`config.mk`:
```
export PLATFORM = sky130hd
export DESIGN_NAME = ffaa_ctrl
export DESIGN_NICKNAME = d
export VERILOG_FILES = /design/src/hw/rtl/ffaa_pkg.sv /design/src/hw/rtl/ffaa_ctrl.sv
export SDC_FILE = /design/constraint.sdc
export NUM_CORES = 1
export LEC_CHECK = 0
export BUFFER_PORTS_ARGS = -buffer_cell sky130_fd_sc_hd__buf_2
export CORE_ASPECT_RATIO = 1.4
export CORE_MARGIN = 2
export CORE_UTILIZATION = 40
export DETAILED_ROUTE_END_ITERATION = 7
export GPL_TIMING_DRIVEN = 1
export PLACE_DENSITY = 0.73
export SYNTH_ARGS = -nofsm -noshare
export SYNTH_HDL_FRONTEND = slang
export SYNTH_SLANG_ARGS = --single-unit
```
`constraint.sdc`:
```
create_clock -name clk -period 1.9 [get_ports clk]
set_input_delay 0.095 -clock clk [delete_from_list [all_inputs] [get_ports clk]]
set_output_delay 0.095 -clock clk [all_outputs]
set_load 0.01 [all_outputs]
```
`src/hw/rtl/ffaa_pkg.sv`:
```
// Shared types and codes of the first-fit arena allocator.
// Used by ffaa_ctrl, ffaa_datapath and the top level; depends on nothing.
package ffaa_pkg;

	localparam int ADDR_W = 18;
	localparam int WORD_W = 24;
	localparam int LIVE_W = 13;
	localparam logic [17:0] HDR = 18'd12;

	localparam logic [1:0] OP_ALLOC = 2'd0;
	localparam logic [1:0] OP_FREE  = 2'd1;
	localparam logic [1:0] OP_READ  = 2'd2;

	localparam logic [1:0] MOP_IDLE = 2'd0;
	localparam logic [1:0] MOP_RDW  = 2'd1;
	localparam logic [1:0] MOP_WRW  = 2'd2;
	localparam logic [1:0] MOP_CLR  = 2'd3;

	localparam logic [3:0] ASEL_ZERO   = 4'd0;
	localparam logic [3:0] ASEL_FOUR   = 4'd1;
	localparam logic [3:0] ASEL_EIGHT  = 4'd2;
	localparam logic [3:0] ASEL_HEAD   = 4'd3;
	localparam logic [3:0] ASEL_P1     = 4'd4;
	localparam logic [3:0] ASEL_P1_4   = 4'd5;
	localparam logic [3:0] ASEL_P1_8   = 4'd6;
	localparam logic [3:0] ASEL_P2     = 4'd7;
	localparam logic [3:0] ASEL_P2_4   = 4'd8;
	localparam logic [3:0] ASEL_END    = 4'd9;
	localparam logic [3:0] ASEL_END_4  = 4'd10;
	localparam logic [3:0] ASEL_END_8  = 4'd11;
	localparam logic [3:0] ASEL_TAIL   = 4'd12;
	localparam logic [3:0] ASEL_TAIL_8 = 4'd13;
	localparam logic [3:0] ASEL_TGT    = 4'd14;
	localparam logic [3:0] ASEL_PRV    = 4'd15;

	localparam logic [2:0] DSEL_ZERO      = 3'd0;
	localparam logic [2:0] DSEL_HEAD_LIVE = 3'd1;
	localparam logic [2:0] DSEL_REQ       = 3'd2;
	localparam logic [2:0] DSEL_P1        = 3'd3;
	localparam logic [2:0] DSEL_P2        = 3'd4;
	localparam logic [2:0] DSEL_END       = 3'd5;
	localparam logic [2:0] DSEL_TAIL      = 3'd6;
	localparam logic [2:0] DSEL_PRV       = 3'd7;

	localparam logic [4:0] ACT_NONE        = 5'd0;
	localparam logic [4:0] ACT_LOAD        = 5'd1;
	localparam logic [4:0] ACT_HEAD_ZERO   = 5'd2;
	localparam logic [4:0] ACT_P1_HEAD     = 5'd3;
	localparam logic [4:0] ACT_S1_W        = 5'd4;
	localparam logic [4:0] ACT_END         = 5'd5;
	localparam logic [4:0] ACT_GRANT_GAP   = 5'd6;
	localparam logic [4:0] ACT_ADV         = 5'd7;
	localparam logic [4:0] ACT_TAIL_END    = 5'd8;
	localparam logic [4:0] ACT_GRANT_TAIL  = 5'd9;
	localparam logic [4:0] ACT_CUR_HEAD    = 5'd10;
	localparam logic [4:0] ACT_CUR_NEXT    = 5'd11;
	localparam logic [4:0] ACT_NXT         = 5'd12;
	localparam logic [4:0] ACT_PRV         = 5'd13;
	localparam logic [4:0] ACT_UNLINK_HEAD = 5'd14;
	localparam logic [4:0] ACT_UNLINK_TAIL = 5'd15;
	localparam logic [4:0] ACT_FREE_DONE   = 5'd16;
	localparam logic [4:0] ACT_RDB_DONE    = 5'd17;

	typedef struct packed {
		logic [1:0] mop;
		logic [3:0] asel;
		logic [2:0] dsel;
		logic       full_clr;
		logic [4:0] act;
		logic       push;
	} ctl_cmd_t;

	typedef struct packed {
		logic       mem_done;
		logic [1:0] op;
		logic       need_gt_lim;
		logic       front_ok;
		logic       w_zero;
		logic       k_lt_live;
		logic       gap_ok;
		logic       tail_ok;
		logic       cur_match;
		logic       cur_is_head;
		logic       cur_is_tail;
		logic       tgt_lt_lim;
		logic       out_busy;
	} ctl_stat_t;

endpackage

```
`src/hw/rtl/ffaa_ctrl.sv`:
```
// Sequencing state machine of the first-fit arena allocator.
// Drives ffaa_datapath through ffaa_pkg::ctl_cmd_t and reads ffaa_pkg::ctl_stat_t.
module ffaa_ctrl (
	input  logic                clk,
	input  logic                arst_n,
	input  logic                in_valid,
	input  logic                arena_size_we,
	input  ffaa_pkg::ctl_stat_t st,
	output ffaa_pkg::ctl_cmd_t  cmd,
	output logic                in_stall
);

	localparam logic [5:0] S_CLR    = 6'd0;
	localparam logic [5:0] S_IDLE   = 6'd1;
	localparam logic [5:0] S_DISP   = 6'd2;
	localparam logic [5:0] S_RDB    = 6'd3;
	localparam logic [5:0] S_A_CHK  = 6'd4;
	localparam logic [5:0] S_A_F0   = 6'd5;
	localparam logic [5:0] S_A_F1   = 6'd6;
	localparam logic [5:0] S_A_F2   = 6'd7;
	localparam logic [5:0] S_A_RH   = 6'd8;
	localparam logic [5:0] S_A_RH2  = 6'd9;
	localparam logic [5:0] S_A_RS1  = 6'd10;
	localparam logic [5:0] S_A_END  = 6'd11;
	localparam logic [5:0] S_A_GAP  = 6'd12;
	localparam logic [5:0] S_A_G0   = 6'd13;
	localparam logic [5:0] S_A_G1   = 6'd14;
	localparam logic [5:0] S_A_G2   = 6'd15;
	localparam logic [5:0] S_A_G3   = 6'd16;
	localparam logic [5:0] S_A_G4   = 6'd17;
	localparam logic [5:0] S_A_RN   = 6'd18;
	localparam logic [5:0] S_A_RN2  = 6'd19;
	localparam logic [5:0] S_T_RS   = 6'd20;
	localparam logic [5:0] S_T_CHK  = 6'd21;
	localparam logic [5:0] S_T_W0   = 6'd22;
	localparam logic [5:0] S_T_W1   = 6'd23;
	localparam logic [5:0] S_T_W2   = 6'd24;
	localparam logic [5:0] S_T_W3   = 6'd25;
	localparam logic [5:0] S_F_INIT = 6'd26;
	localparam logic [5:0] S_F_CHK  = 6'd27;
	localparam logic [5:0] S_F_STEP = 6'd28;
	localparam logic [5:0] S_F_RN   = 6'd29;
	localparam logic [5:0] S_F_RP   = 6'd30;
	localparam logic [5:0] S_F_RS   = 6'd31;
	localparam logic [5:0] S_F_END  = 6'd32;
	localparam logic [5:0] S_F_UH   = 6'd33;
	localparam logic [5:0] S_F_UT   = 6'd34;
	localparam logic [5:0] S_F_CLR  = 6'd35;
	localparam logic [5:0] S_DONE   = 6'd36;

	logic [5:0] state_q;
	logic [5:0] state_d;

	always_ff @(posedge clk or negedge arst_n) begin
		if (!arst_n) begin
			state_q <= S_CLR;
		end else begin
			state_q <= state_d;
		end
	end

	assign in_stall = (state_q != S_IDLE) | arena_size_we;

	always_comb begin
		state_d      = state_q;
		cmd.mop      = ffaa_pkg::MOP_IDLE;
		cmd.asel     = ffaa_pkg::ASEL_ZERO;
		cmd.dsel     = ffaa_pkg::DSEL_ZERO;
		cmd.full_clr = 1'b0;
		cmd.act      = ffaa_pkg::ACT_NONE;
		cmd.push     = 1'b0;
		case (state_q)
			S_CLR: begin
				cmd.mop      = ffaa_pkg::MOP_CLR;
				cmd.full_clr = 1'b1;
				if (st.mem_done) state_d = S_IDLE;
			end
			S_IDLE: begin
				if (arena_size_we) begin
					state_d = S_CLR;
				end else if (in_valid) begin
					cmd.act = ffaa_pkg::ACT_LOAD;
					state_d = S_DISP;
				end
			end
			S_DISP: begin
				case (st.op)
					ffaa_pkg::OP_ALLOC: state_d = S_A_CHK;
					ffaa_pkg::OP_FREE:  state_d = S_F_INIT;
					ffaa_pkg::OP_READ:  state_d = S_RDB;
					default:            state_d = S_DONE;
				endcase
			end
			S_RDB: begin
				if (!st.tgt_lt_lim) begin
					state_d = S_DONE;
				end else begin
					cmd.mop  = ffaa_pkg::MOP_RDW;
					cmd.asel = ffaa_pkg::ASEL_TGT;
					if (st.mem_done) begin
						cmd.act = ffaa_pkg::ACT_RDB_DONE;
						state_d = S_DONE;
					end
				end
			end
			S_A_CHK: begin
				if (st.need_gt_lim) state_d = S_DONE;
				else if (st.front_ok) state_d = S_A_F0;
				else state_d = S_A_RH;
			end
			S_A_F0: begin
				cmd.mop  = ffaa_pkg::MOP_WRW;
				cmd.asel = ffaa_pkg::ASEL_ZERO;
				cmd.dsel = ffaa_pkg::DSEL_HEAD_LIVE;
				if (st.mem_done) state_d = S_A_F1;
			end
			S_A_F1: begin
				cmd.mop  = ffaa_pkg::MOP_WRW;
				cmd.asel = ffaa_pkg::ASEL_FOUR;
				cmd.dsel = ffaa_pkg::DSEL_ZERO;
				if (st.mem_done) state_d = S_A_F2;
			end
			S_A_F2: begin
				cmd.mop  = ffaa_pkg::MOP_WRW;
				cmd.asel = ffaa_pkg::ASEL_EIGHT;
				cmd.dsel = ffaa_pkg::DSEL_REQ;
				if (st.mem_done) begin
					cmd.act = ffaa_pkg::ACT_HEAD_ZERO;
					state_d = S_DONE;
				end
			end
			S_A_RH: begin
				cmd.mop  = ffaa_pkg::MOP_RDW;
				cmd.asel = ffaa_pkg::ASEL_HEAD;
				if (st.mem_done) state_d = S_A_RH2;
			end
			S_A_RH2: begin
				if (st.w_zero) begin
					state_d = S_T_RS;
				end else begin
					cmd.act = ffaa_pkg::ACT_P1_HEAD;
					state_d = S_A_RS1;
				end
			end
			S_A_RS1: begin
				cmd.mop  = ffaa_pkg::MOP_RDW;
				cmd.asel = ffaa_pkg::ASEL_P1_8;
				if (st.mem_done) begin
					cmd.act = ffaa_pkg::ACT_S1_W;
					state_d = S_A_END;
				end
			end
			S_A_END: begin
				if (!st.k_lt_live) begin
					state_d = S_T_RS;
				end else begin
					cmd.act = ffaa_pkg::ACT_END;
					state_d = S_A_GAP;
				end
			end
			S_A_GAP: begin
				state_d = st.gap_ok ? S_A_G0 : S_A_RN;
			end
			S_A_G0: begin
				cmd.mop  = ffaa_pkg::MOP_WRW;
				cmd.asel = ffaa_pkg::ASEL_END;
				cmd.dsel = ffaa_pkg::DSEL_P2;
				if (st.mem_done) state_d = S_A_G1;
			end
			S_A_G1: begin
				cmd.mop  = ffaa_pkg::MOP_WRW;
				cmd.asel = ffaa_pkg::ASEL_END_4;
				cmd.dsel = ffaa_pkg::DSEL_P1;
				if (st.mem_done) state_d = S_A_G2;
			end
			S_A_G2: begin
				cmd.mop  = ffaa_pkg::MOP_WRW;
				cmd.asel = ffaa_pkg::ASEL_END_8;
				cmd.dsel = ffaa_pkg::DSEL_REQ;
				if (st.mem_done) state_d = S_A_G3;
			end
			S_A_G3: begin
				cmd.mop  = ffaa_pkg::MOP_WRW;
				cmd.asel = ffaa_pkg::ASEL_P1;
				cmd.dsel = ffaa_pkg::DSEL_END;
				if (st.mem_done) state_d = S_A_G4;
			end
			S_A_G4: begin
				cmd.mop  = ffaa_pkg::MOP_WRW;
				cmd.asel = ffaa_pkg::ASEL_P2_4;
				cmd.dsel = ffaa_pkg::DSEL_END;
				if (st.mem_done) begin
					cmd.act = ffaa_pkg::ACT_GRANT_GAP;
					state_d = S_DONE;
				end
			end
			S_A_RN: begin
				cmd.mop  = ffaa_pkg::MOP_RDW;
				cmd.asel = ffaa_pkg::ASEL_P2;
				if (st.mem_done) state_d = S_A_RN2;
			end
			S_A_RN2: begin
				if (st.w_zero) begin
					state_d = S_T_RS;
				end else begin
					cmd.act = ffaa_pkg::ACT_ADV;
					state_d = S_A_RS1;
				end
			end
			S_T_RS: begin
				cmd.mop  = ffaa_pkg::MOP_RDW;
				cmd.asel = ffaa_pkg::ASEL_TAIL_8;
				if (st.mem_done) begin
					cmd.act = ffaa_pkg::ACT_TAIL_END;
					state_d = S_T_CHK;
				end
			end
			S_T_CHK: begin
				state_d = st.tail_ok ? S_T_W0 : S_DONE;
			end
			S_T_W0: begin
				cmd.mop  = ffaa_pkg::MOP_WRW;
				cmd.asel = ffaa_pkg::ASEL_END;
				cmd.dsel = ffaa_pkg::DSEL_ZERO;
				if (st.mem_done) state_d = S_T_W1;
			end
			S_T_W1: begin
				cmd.mop  = ffaa_pkg::MOP_WRW;
				cmd.asel = ffaa_pkg::ASEL_END_4;
				cmd.dsel = ffaa_pkg::DSEL_TAIL;
				if (st.mem_done) state_d = S_T_W2;
			end
			S_T_W2: begin
				cmd.mop  = ffaa_pkg::MOP_WRW;
				cmd.asel = ffaa_pkg::ASEL_END_8;
				cmd.dsel = ffaa_pkg::DSEL_REQ;
				if (st.mem_done) state_d = S_T_W3;
			end
			S_T_W3: begin
				cmd.mop  = ffaa_pkg::MOP_WRW;
				cmd.asel = ffaa_pkg::ASEL_TAIL;
				cmd.dsel = ffaa_pkg::DSEL_END;
				if (st.mem_done) begin
					cmd.act = ffaa_pkg::ACT_GRANT_TAIL;
					state_d = S_DONE;
				end
			end
			S_F_INIT: begin
				cmd.act = ffaa_pkg::ACT_CUR_HEAD;
				state_d = S_F_CHK;
			end
			S_F_CHK: begin
				if (!st.k_lt_live) state_d = S_DONE;
				else if (st.cur_match) state_d = S_F_RN;
				else state_d = S_F_STEP;
			end
			S_F_STEP: begin
				cmd.mop  = ffaa_pkg::MOP_RDW;
				cmd.asel = ffaa_pkg::ASEL_P1;
				if (st.mem_done) begin
					cmd.act = ffaa_pkg::ACT_CUR_NEXT;
					state_d = S_F_CHK;
				end
			end
			S_F_RN: begin
				cmd.mop  = ffaa_pkg::MOP_RDW;
				cmd.asel = ffaa_pkg::ASEL_P1;
				if (st.mem_done) begin
					cmd.act = ffaa_pkg::ACT_NXT;
					state_d = S_F_RP;
				end
			end
			S_F_RP: begin
				cmd.mop  = ffaa_pkg::MOP_RDW;
				cmd.asel = ffaa_pkg::ASEL_P1_4;
				if (st.mem_done) begin
					cmd.act = ffaa_pkg::ACT_PRV;
					state_d = S_F_RS;
				end
			end
			S_F_RS: begin
				cmd.mop  = ffaa_pkg::MOP_RDW;
				cmd.asel = ffaa_pkg::ASEL_P1_8;
				if (st.mem_done) begin
					cmd.act = ffaa_pkg::ACT_S1_W;
					state_d = S_F_END;
				end
			end
			S_F_END: begin
				cmd.act = ffaa_pkg::ACT_END;
				state_d = S_F_UH;
			end
			S_F_UH: begin
				if (st.cur_is_head) begin
					cmd.act = ffaa_pkg::ACT_UNLINK_HEAD;
					state_d = S_F_UT;
				end else begin
					cmd.mop  = ffaa_pkg::MOP_WRW;
					cmd.asel = ffaa_pkg::ASEL_PRV;
					cmd.dsel = ffaa_pkg::DSEL_P2;
					if (st.mem_done) state_d = S_F_UT;
				end
			end
			S_F_UT: begin
				if (st.cur_is_tail) begin
					cmd.act = ffaa_pkg::ACT_UNLINK_TAIL;
					state_d = S_F_CLR;
				end else begin
					cmd.mop  = ffaa_pkg::MOP_WRW;
					cmd.asel = ffaa_pkg::ASEL_P2_4;
					cmd.dsel = ffaa_pkg::DSEL_PRV;
					if (st.mem_done) state_d = S_F_CLR;
				end
			end
			S_F_CLR: begin
				cmd.mop  = ffaa_pkg::MOP_CLR;
				cmd.asel = ffaa_pkg::ASEL_P1;
				if (st.mem_done) begin
					cmd.act = ffaa_pkg::ACT_FREE_DONE;
					state_d = S_DONE;
				end
			end
			S_DONE: begin
				if (!st.out_busy) begin
					cmd.push = 1'b1;
					state_d  = S_IDLE;
				end
			end
			default: state_d = S_IDLE;
		endcase
	end

endmodule

```
==> impl_metrics.py, run 1 <==
metrics = {
    "status": {
        "status": "finished, violations left",
        "violations": "setup timing",
    },
    "final_layout": {
        "synthToLayoutAreaGrowth_pct": 73.8,
        "regMostFlops": "state_q",
        "reg_top3": "state_q (6)",
        "finish.utilization_pct": 71.8,
        "fin_nets": 404,
        "diodes": 0,
        "fin_cells": 426,
        "nFillCells": 325,
        "fin_area_mm2": 0.00299,
        "drive_gt1_share_pct": 49.1,
        "largest_reg_flops": 6,
    },
    "drt": {
        "drt_iter0_drc": 318,
        "first_pass_iters": 5,
        "drc": 0,
        "post_drt_wl_per_cell_um": 21.5,
        "postRouteAntennaNets": 0,
        "via_per_inst": 6.87,
        "vias": 2926,
        "drt_wl_total_um": 9160,
    },
    "job": {
        "max_cap_viol_count": 0,
    },
    "grt": {
        "antenna_found_initial": 0,
        "globalRouteOverflowTotal": 0,
        "grt_pass1_wl_um": 13200,
        "track_usage_pct": 35.9,
        "grt_max_degree": 19,
        "grt_pass1_vias": 2722,
    },
    "synth": {
        "async_flop_share_pct": 100,
        "syn_area_mm2": 0.00172,
        "synth.area.top_cells": "dfrtp_1, nor3_1, o21ai_0, a21oi_1, buf_2",
        "syn_avg_cell_area_um2": 6.36,
        "ys_warn_count": 0,
        "synthCells": 271,
        "synth_nets": 292,
        "ys_seq_area_share_pct": 8.71,
        "netlist.top_cell.by_area": "dfrtp_1",
        "synth_edf_count": 0,
        "synth_common_cells": "nand2_1, nor2_1, nor3_1, o21ai_0",
        "ys_seq_elements": 6,
        "synth_ff_type": "dfrtp_1",
        "yosysUniqueCellTypes": 60,
        "synth_top_area_share_pct": 8.71,
    },
    "critical_path": {
        "rr_startpoint": "state_q[2]",
        "crit_slowest_cell": "or4_4",
        "path_buf_inv": 1,
        "critPathRequiredTime_ns": 2.01,
        "worstPathArrival_ns": 2.26,
        "worst-setup-path-type": "reg -> reg",
        "ff2ff_path_depth": 7,
        "reg2reg_to": "state_q[3]",
        "reg2reg_slack_ns": -0.24,
        "critPathMaxStageDelay_ns": 0.61,
        "worstPathMaxFanout": 10,
        "cp-end-kind": "flip-flop",
        "path_cells": "or4_4, buf_12, nor3_4, nand2b_1, o211ai_4, a31oi_1, a21o_1",
        "start_kind": "flip-flop",
        "path_delay_family": "simple AND/OR/NAND/NOR gates",
    },
    "timing": {
        "finalSetupViolCount": 20,
        "worst_pin_slew_ns": 0.607,
        "period_needed_ns": 2.14,
        "slew_violations": 0,
        "timing.fmax_ghz": 0.467,
        "fin_ws_ns": -0.243,
        "timing.hold.ws_ns": 0.218,
        "hold_violations": 0,
        "max_slew_margin_pct": 58.5,
        "skew_ns": 0.00496,
        "fin_crit_sh_pct": 113,
        "rsz0062_at_grt": "yes",
    },
    "placed_design": {
        "io_buffers": 34,
        "place_area_mm2": 0.00243,
        "placed_cells": 402,
        "gp_congestion": 1.04,
        "place_hpwl_um": 6030,
    },
    "pwr": {
        "power_density_mw_per_mm2": 1980,
        "p_leak_nw": 1.35,
        "peakVddDrop_mv": 1.25,
        "p_total_w": 0.00593,
    },
    "floorplan": {
        "row_count": 28,
        "die_h_um": 81.7,
        "core_area_mm2": 0.00417,
        "ios": 35,
        "start_util_pct": 41.3,
        "dieArea_mm2": 0.00486,
        "die_w_um": 59.5,
    },
    "cts": {
        "clock-sinks": 6,
        "numCtsBuffers": 3,
        "cts_buffer_depth": 2,
        "htree_num_levels": 1,
        "root_buffer": "clkbuf_8",
        "clkTransAtPathRegs_ns": 0.04,
        "clock_latency_ns": 0.23,
        "cts_tree": "done",
    },
    "min_path": {
        "hold_path.class": "in -> async",
    },
}
## timing repair
item,4_1_cts,5_1_grt
hold buffers,1,0
gates cloned,1,1
setup buffers,10,8
endpoints found under the setup margin,21,21
hold endpoints to repair,6,0
resized for setup,50,37
pin swaps,7,14
## metrics by stage
| step | worst slack (ns) | TNS [ns] |
|---|---|---|
| 2_1_floorplan | 0.0142 | 0 |
| 3_3_place_gp | -0.354 | -1.83 |
| 3_5_place_dp | -0.350 | -1.98 |
| 4_1_cts | -0.170 | -1.78 |
| 5_1_grt | -0.318 | -4.25 |
| 6_report | -0.243 | -2.99 |
## metal layers
| metal | GRT usage, % | part of all wire [%] |
|---|---|---|
| met3 | 4.09 | 11 |
| met2 | 61.6 | 49 |
| met4 | 23.2 | 7.2 |
| met1 | 41.0 | 33 |
| met5 | 0 | 0 |
## cells by family after synthesis
kind of cell / after synthesis / synth area share, %
DFF: 6 / 8.71
AOI/OAI and AO/OA: 103 / 40.1
xor gates and xnor gates: 1 / 0.508
muxes: 5 / 2.98
adders and majority gates: 3 / 2.18
buffers and inverters: 38 / 10.2
and+or+nand+nor: 115 / 35.3
## report_power, final
part           total [W]  leakage, nW  internal (W)  switching, W
Sequential      0.000324       0.0716      0.000205      0.000119
Combinational    0.00541         1.26       0.00256       0.00285
Clock           0.000193       0.0216      0.000136     0.0000565
Total            0.00593         1.35       0.00290       0.00303
## worst max-delay path by stage
stage / from / cells after the start / slack (ns) / to
finish: state_q[2] / 7 / -0.24 / state_q[3]
global route: state_q[2] / 7 / -0.32 / state_q[0]
CTS: state_q[3] / 7 / -0.17 / state_q[0]
detailed placement: state_q[2] / 7 / -0.35 / state_q[3]
global placement: state_q[2] / 7 / -0.35 / state_q[3]
floorplan: state_q[2] / 9 / 0.01 / cmd[15]
## layout by cell type, fill, tap and decap left out, types with 5 or more instances in the layout
cell type | synthesis | final
nand2b_1 | 9 | 5
nor2b_1 | 10 | 6
inv_1 | 11 | 9
buf_6 | 0 | 14
o21ai_0 | 22 | 16
nor3_1 | 22 | 19
nor2_1 | 22 | 17
a21oi_1 | 21 | 18
a31oi_1 | 12 | 11
nand2_1 | 22 | 17
buf_2 | 21 | 32
buf_4 | 2 | 80
nand3_1 | 8 | 7
a22oi_1 | 5 | 5
## final cells by class
| cell class | instances | area (um2) | area share (%) |
|---|---|---|---|
| clock buffer | 3 | 41.3 | 1.38 |
| inverter | 11 | 43.8 | 1.46 |
| multi-input combinational | 227 | 1630 | 54.6 |
| sequential | 6 | 155 | 5.18 |
| tap | 45 | 56.3 | 1.88 |
| timing repair buffer | 134 | 1060 | 35.5 |
Note: power is estimated with default switching activity, not from simulation.
==> inputs of run 2 (changes only) <==
BUFFER_PORTS_ARGS = -buffer_cell sky130_fd_sc_hd__clkbuf_2   (was -buffer_cell sky130_fd_sc_hd__buf_2)
CAP_MARGIN = 20   (was not set)
PLACE_DENSITY = 0.68   (was 0.73)
==> impl_metrics.py, run 2 (synthesis results as in run 1) <==
metrics = {
    "status": {
        "status": "finished, violations left",
        "violations": "setup timing",
    },
    "critical_path": {
        "path_delay_family": "buffers and inverters",
        "path_cells": "buf_12, nand2b_2, buf_6, mux2i_1, a22oi_2, o21ai_4, nor3_1, o21ai_1, buf_2",
        "crit_slowest_cell": "dfrtp_2",
        "start_kind": "flip-flop",
        "cp-end-kind": "output pin",
        "critPathMaxStageDelay_ns": 0.46,
        "critPathRequiredTime_ns": 1.80,
        "worstPathArrival_ns": 2.10,
        "worstPathMaxFanout": 12,
        "worst-setup-path-type": "reg -> out",
        "path_buf_inv": 3,
    },
    "placed_design": {
        "gp_congestion": 0.963,
        "io_buffers": 34,
        "placed_cells": 398,
        "place_hpwl_um": 6170,
    },
    "timing": {
        "period_needed_ns": 2.20,
        "skew_ns": 0.00141,
        "max_slew_margin_pct": 64.5,
        "fin_ws_ns": -0.296,
        "timing.hold.ws_ns": 0.245,
        "fin_crit_sh_pct": 116,
        "timing.fmax_ghz": 0.455,
        "rsz0062_at_grt": "yes",
        "slew_violations": 0,
        "worst_pin_slew_ns": 0.532,
        "hold_violations": 0,
        "finalSetupViolCount": 21,
    },
    "floorplan": {
        "row_count": 28,
        "core_area_mm2": 0.00417,
        "start_util_pct": 41.3,
        "ios": 35,
        "die_w_um": 59.5,
        "dieArea_mm2": 0.00486,
        "die_h_um": 81.7,
    },
    "final_layout": {
        "mostFrequentLayoutCells": "buf_4, clkbuf_2, buf_6",
        "largest_reg_flops": 6,
        "synthToLayoutAreaGrowth_pct": 96.7,
        "reg_top3": "state_q (6)",
        "diodes": 0,
        "final_common_cell": "buf_4",
        "nFillCells": 234,
        "regMostFlops": "state_q",
        "fin_cells": 437,
        "drive_gt1_share_pct": 58.4,
        "fin_nets": 415,
    },
    "drt": {
        "via_per_inst": 7.11,
        "postRouteAntennaNets": 0,
        "drc": 0,
        "vias": 3106,
        "post_drt_wl_per_cell_um": 24.2,
        "first_pass_iters": 5,
        "drt_wl_total_um": 10600,
        "drt_iter0_drc": 366,
    },
    "min_path": {
        "hold_path.class": "in -> async",
    },
    "cts": {
        "numCtsBuffers": 3,
        "clkTransAtPathRegs_ns": 0.04,
        "clock-sinks": 6,
        "htree_num_levels": 1,
        "cts_buffer_depth": 2,
        "cts_tree": "done",
        "root_buffer": "clkbuf_8",
        "clock_latency_ns": 0.22,
    },
    "grt": {
        "grt_pass1_vias": 2816,
        "globalRouteOverflowTotal": 0,
        "grt_pass1_wl_um": 14200,
        "antenna_found_initial": 0,
        "track_usage_pct": 39.4,
        "grt_max_degree": 20,
    },
    "pwr": {
        "p_total_w": 0.00707,
        "peakVddDrop_mv": 1.49,
        "power_density_mw_per_mm2": 2090,
        "p_leak_nw": 1.49,
    },
    "job": {
        "max_cap_viol_count": 0,
    },
}
## run 2: changes by cell type in the layout (fill, tap and decap cells not counted), moves of 3 or more
cell      change
a21oi_1       -3
a31oi_1       -3
a31oi_2       +3
buf_12        +4
buf_16        +3
buf_2        -23
buf_4         -3
buf_6         +8
clkbuf_2     +23
nand2_1       -3
nor3_1        -3
o21ai_0       -4
o21ai_2       +3
## run 2: final timing paths
kind | from | to | slack (ns) | cells past startpoint
worst max-delay path | state_q[1] | cmd[15] | -0.30 | 9
worst min-delay path | arst_n | state_q[2] | 0.24 | 2
worst max register to register | state_q[5] | state_q[4] | -0.22 | 8
worst min register to register | state_q[5] | state_q[5] | 0.73 | 2
max in group asynchronous | arst_n | state_q[1] | 1.49 | 2
min in group clk | st[13] | state_q[2] | 0.27 | 3
## run 2: power breakdown
group	internal (W)	switching (W)	leakage (nW)
clock network	0.000136	0.0000549	0.0216
registers	0.000204	0.000109	0.0713
logic	0.00315	0.00342	1.40
total	0.00349	0.00358	1.49
## run 2: routing by layer
metal	track usage (%)	part of all wire, %	wire length (um)	vias up
met5	0	0	0	-
met4	27.3	9.9	1050	0
met3	3.78	11	1170	120
met2	65.8	47	4980	298
met1	46.2	32	3390	1399
li1	-	-	-	1289
## run 2: repair_timing
action | 4_1_cts | 5_1_grt
pin swaps | 26 | 23
gates resized for setup | 76 | 83
buffers inserted | 17 | 15
cloned | 3 | 0
hold buffers | 1 | 0
endpoints found under the setup margin | 21 | 23
hold endpoints to repair | 6 | 0
## run 2: through the flow
step	setup TNS, ns	setup WS, ns	util, %	cell area (um2)
6_report	-3.09	-0.296	81.3	3390
5_1_grt	-4.13	-0.323	81.3	3390
4_1_cts	-1.71	-0.158	71.3	2970
3_5_place_dp	-1.94	-0.309	57.9	2410
3_3_place_gp	-1.55	-0.288	57.9	2410
2_1_floorplan	0	0.0142	-	1720
## run 2: area by class of cell
cell class	instances	area, um2	area share, %
Multi-Input combinational cell	227	1820	53.8
Timing Repair Buffer	145	1270	37.4
Sequential cell	6	155	4.58
Tap cell	45	56.3	1.66
Inverter	11	43.8	1.29
Clock buffer	3	41.3	1.22
## run 2: worst reg2reg max path, delay by kind of cell (launching register included)
| family | cells | cell delay, ns |
|---|---|---|
| simple gates | 3 | 0.88 |
| flops | 1 | 0.44 |
| buf+inv | 2 | 0.31 |
| compound gates | 3 | 0.37 |
==> inputs of run 3 (changes only) <==
RECOVER_POWER = 25   (was not set)
==> impl_metrics.py, run 3 (synthesis results as in run 1) <==
metrics = {
    "critical_path": {
        "worstPathMaxFanout": 12,
        "worst-setup-path-type": "reg -> out",
        "worstPathArrival_ns": 2.09,
        "start_kind": "flip-flop",
        "critPathLaunch": "state_q[1]",
        "rr_startpoint": "state_q[1]",
        "critPathRequiredTime_ns": 1.80,
        "cp-end-kind": "output pin",
    },
    "grt": {
        "globalRouteOverflowTotal": 0,
        "grt_pass1_vias": 2816,
        "antenna_found_initial": 0,
        "grt_max_degree": 20,
        "track_usage_pct": 39.4,
        "grt_pass1_wl_um": 14200,
    },
    "floorplan": {
        "die_h_um": 81.7,
        "core_area_mm2": 0.00417,
        "ios": 35,
        "start_util_pct": 41.3,
        "die_w_um": 59.5,
        "row_count": 28,
        "dieArea_mm2": 0.00486,
    },
    "placed_design": {
        "place_area_mm2": 0.00241,
        "placed_cells": 398,
        "gp_congestion": 0.963,
        "io_buffers": 34,
        "place_hpwl_um": 6170,
        "post-place-ws_ns": -0.309,
    },
    "final_layout": {
        "reg_top3": "state_q (6)",
        "fin_nets": 415,
        "fin_cells": 437,
        "nFillCells": 235,
        "multi_input_area_mm2": 0.00182,
        "fin_area_mm2": 0.00339,
        "regMostFlops": "state_q",
        "finish.utilization_pct": 81.3,
        "largest_reg_flops": 6,
        "drive_gt1_share_pct": 58.2,
        "mostFrequentLayoutCells": "buf_4, clkbuf_2, buf_6",
        "synthToLayoutAreaGrowth_pct": 96.7,
        "diodes": 0,
        "final_common_cell": "buf_4",
        "regArea_um2": 155,
    },
    "timing": {
        "period_needed_ns": 2.18,
        "worst_pin_slew_ns": 0.537,
        "skew_ns": 0.00151,
        "max_slew_margin_pct": 64.1,
        "fin_ws_ns": -0.285,
        "timing.fmax_ghz": 0.458,
        "slew_violations": 0,
        "finalSetupTns_ns": -3.08,
        "hold_violations": 0,
        "rsz0062_at_grt": "yes",
        "finalSetupViolCount": 21,
        "fin_crit_sh_pct": 115,
    },
    "cts": {
        "clock-sinks": 6,
        "htree_num_levels": 1,
        "cts_buffer_depth": 2,
        "root_buffer": "clkbuf_8",
        "numCtsBuffers": 3,
        "clock_latency_ns": 0.22,
        "clkTransAtPathRegs_ns": 0.04,
        "cts_tree": "done",
    },
    "drt": {
        "first_pass_iters": 5,
        "drt_iter0_drc": 378,
        "via_per_inst": 7.04,
        "postRouteAntennaNets": 0,
        "vias": 3076,
        "post_drt_wl_per_cell_um": 24.3,
        "drt_wl_total_um": 10600,
        "drc": 0,
    },
    "pwr": {
        "peakVddDrop_mv": 1.48,
        "power_density_mw_per_mm2": 2090,
        "p_leak_nw": 1.49,
    },
    "job": {
        "max_cap_viol_count": 0,
    },
    "min_path": {
        "worstHoldStart": "st[13]",
        "hold_path.class": "in -> reg",
    },
    "status": {
        "violations": "setup timing",
        "status": "finished, violations left",
    },
}
-- run 3: path summary, 6_finish.rpt --
kind | endpoint | slack (ns) | cells past startpoint
max | cmd[15] | -0.28 | 9
min | state_q[2] | 0.28 | 3
max reg2reg | state_q[2] | -0.25 | 8
min reg2reg | state_q[5] | 0.73 | 2
max in group asynchronous | state_q[1] | 1.35 | 2
min in group asynchronous | state_q[2] | 0.29 | 2
-- run 3: stage by stage --
step | hold WS, ns | power (W)
floorplan | -0.201 | 0.00258
global placement | -0.0761 | 0.00437
detailed placement | -0.0761 | 0.00442
CTS | 0.223 | 0.00572
global route | 0.288 | 0.00729
finish | 0.276 | 0.00706
-- run 3: critical path: stages (launching register included) --
cell and delay (ns):
dfrtp_2 0.46, buf_12 0.18, nand2b_2 0.14, buf_6 0.17
mux2i_1 0.10, a22oi_2 0.22, o21ai_4 0.08, nor3_1 0.24
o21ai_1 0.11, buf_2 0.15
-- run 3: cell type report --
type	count	area share [%]
clock buffer	3	1.22
inverter	11	1.29
multi-input combinational	227	53.8
sequential	6	4.58
tap	45	1.66
timing repair buffer	145	37.4
-- run 3: timing repair --
item                                   in CTS  in global routing
setup endpoints to repair                  21                 23
pin swaps                                  26                 23
hold buffers                                1                  0
setup buffers                              17                 15
endpoints found under the hold margin       6                  0
gates resized for setup                    76                 83
gates cloned                                3                  0
-- run 3: layer usage --
metal  part of all wire [%]  track usage [%]  wire [um]  vias up
met5                      0                0          0        -
li1                       -                -          -     1283
met4                    9.4             27.3       1000        0
met2                     48             65.8       5060      290
met3                     11             3.78       1150      113
met1                     32             46.2       3430     1390
-- run 3: power by group --
| group | internal, W | switching [W] |
|---|---|---|
| sequential | 0.000204 | 0.000109 |
| clock | 0.000136 | 0.0000553 |
| combinational | 0.00315 | 0.00342 |
| total | 0.00349 | 0.00358 |
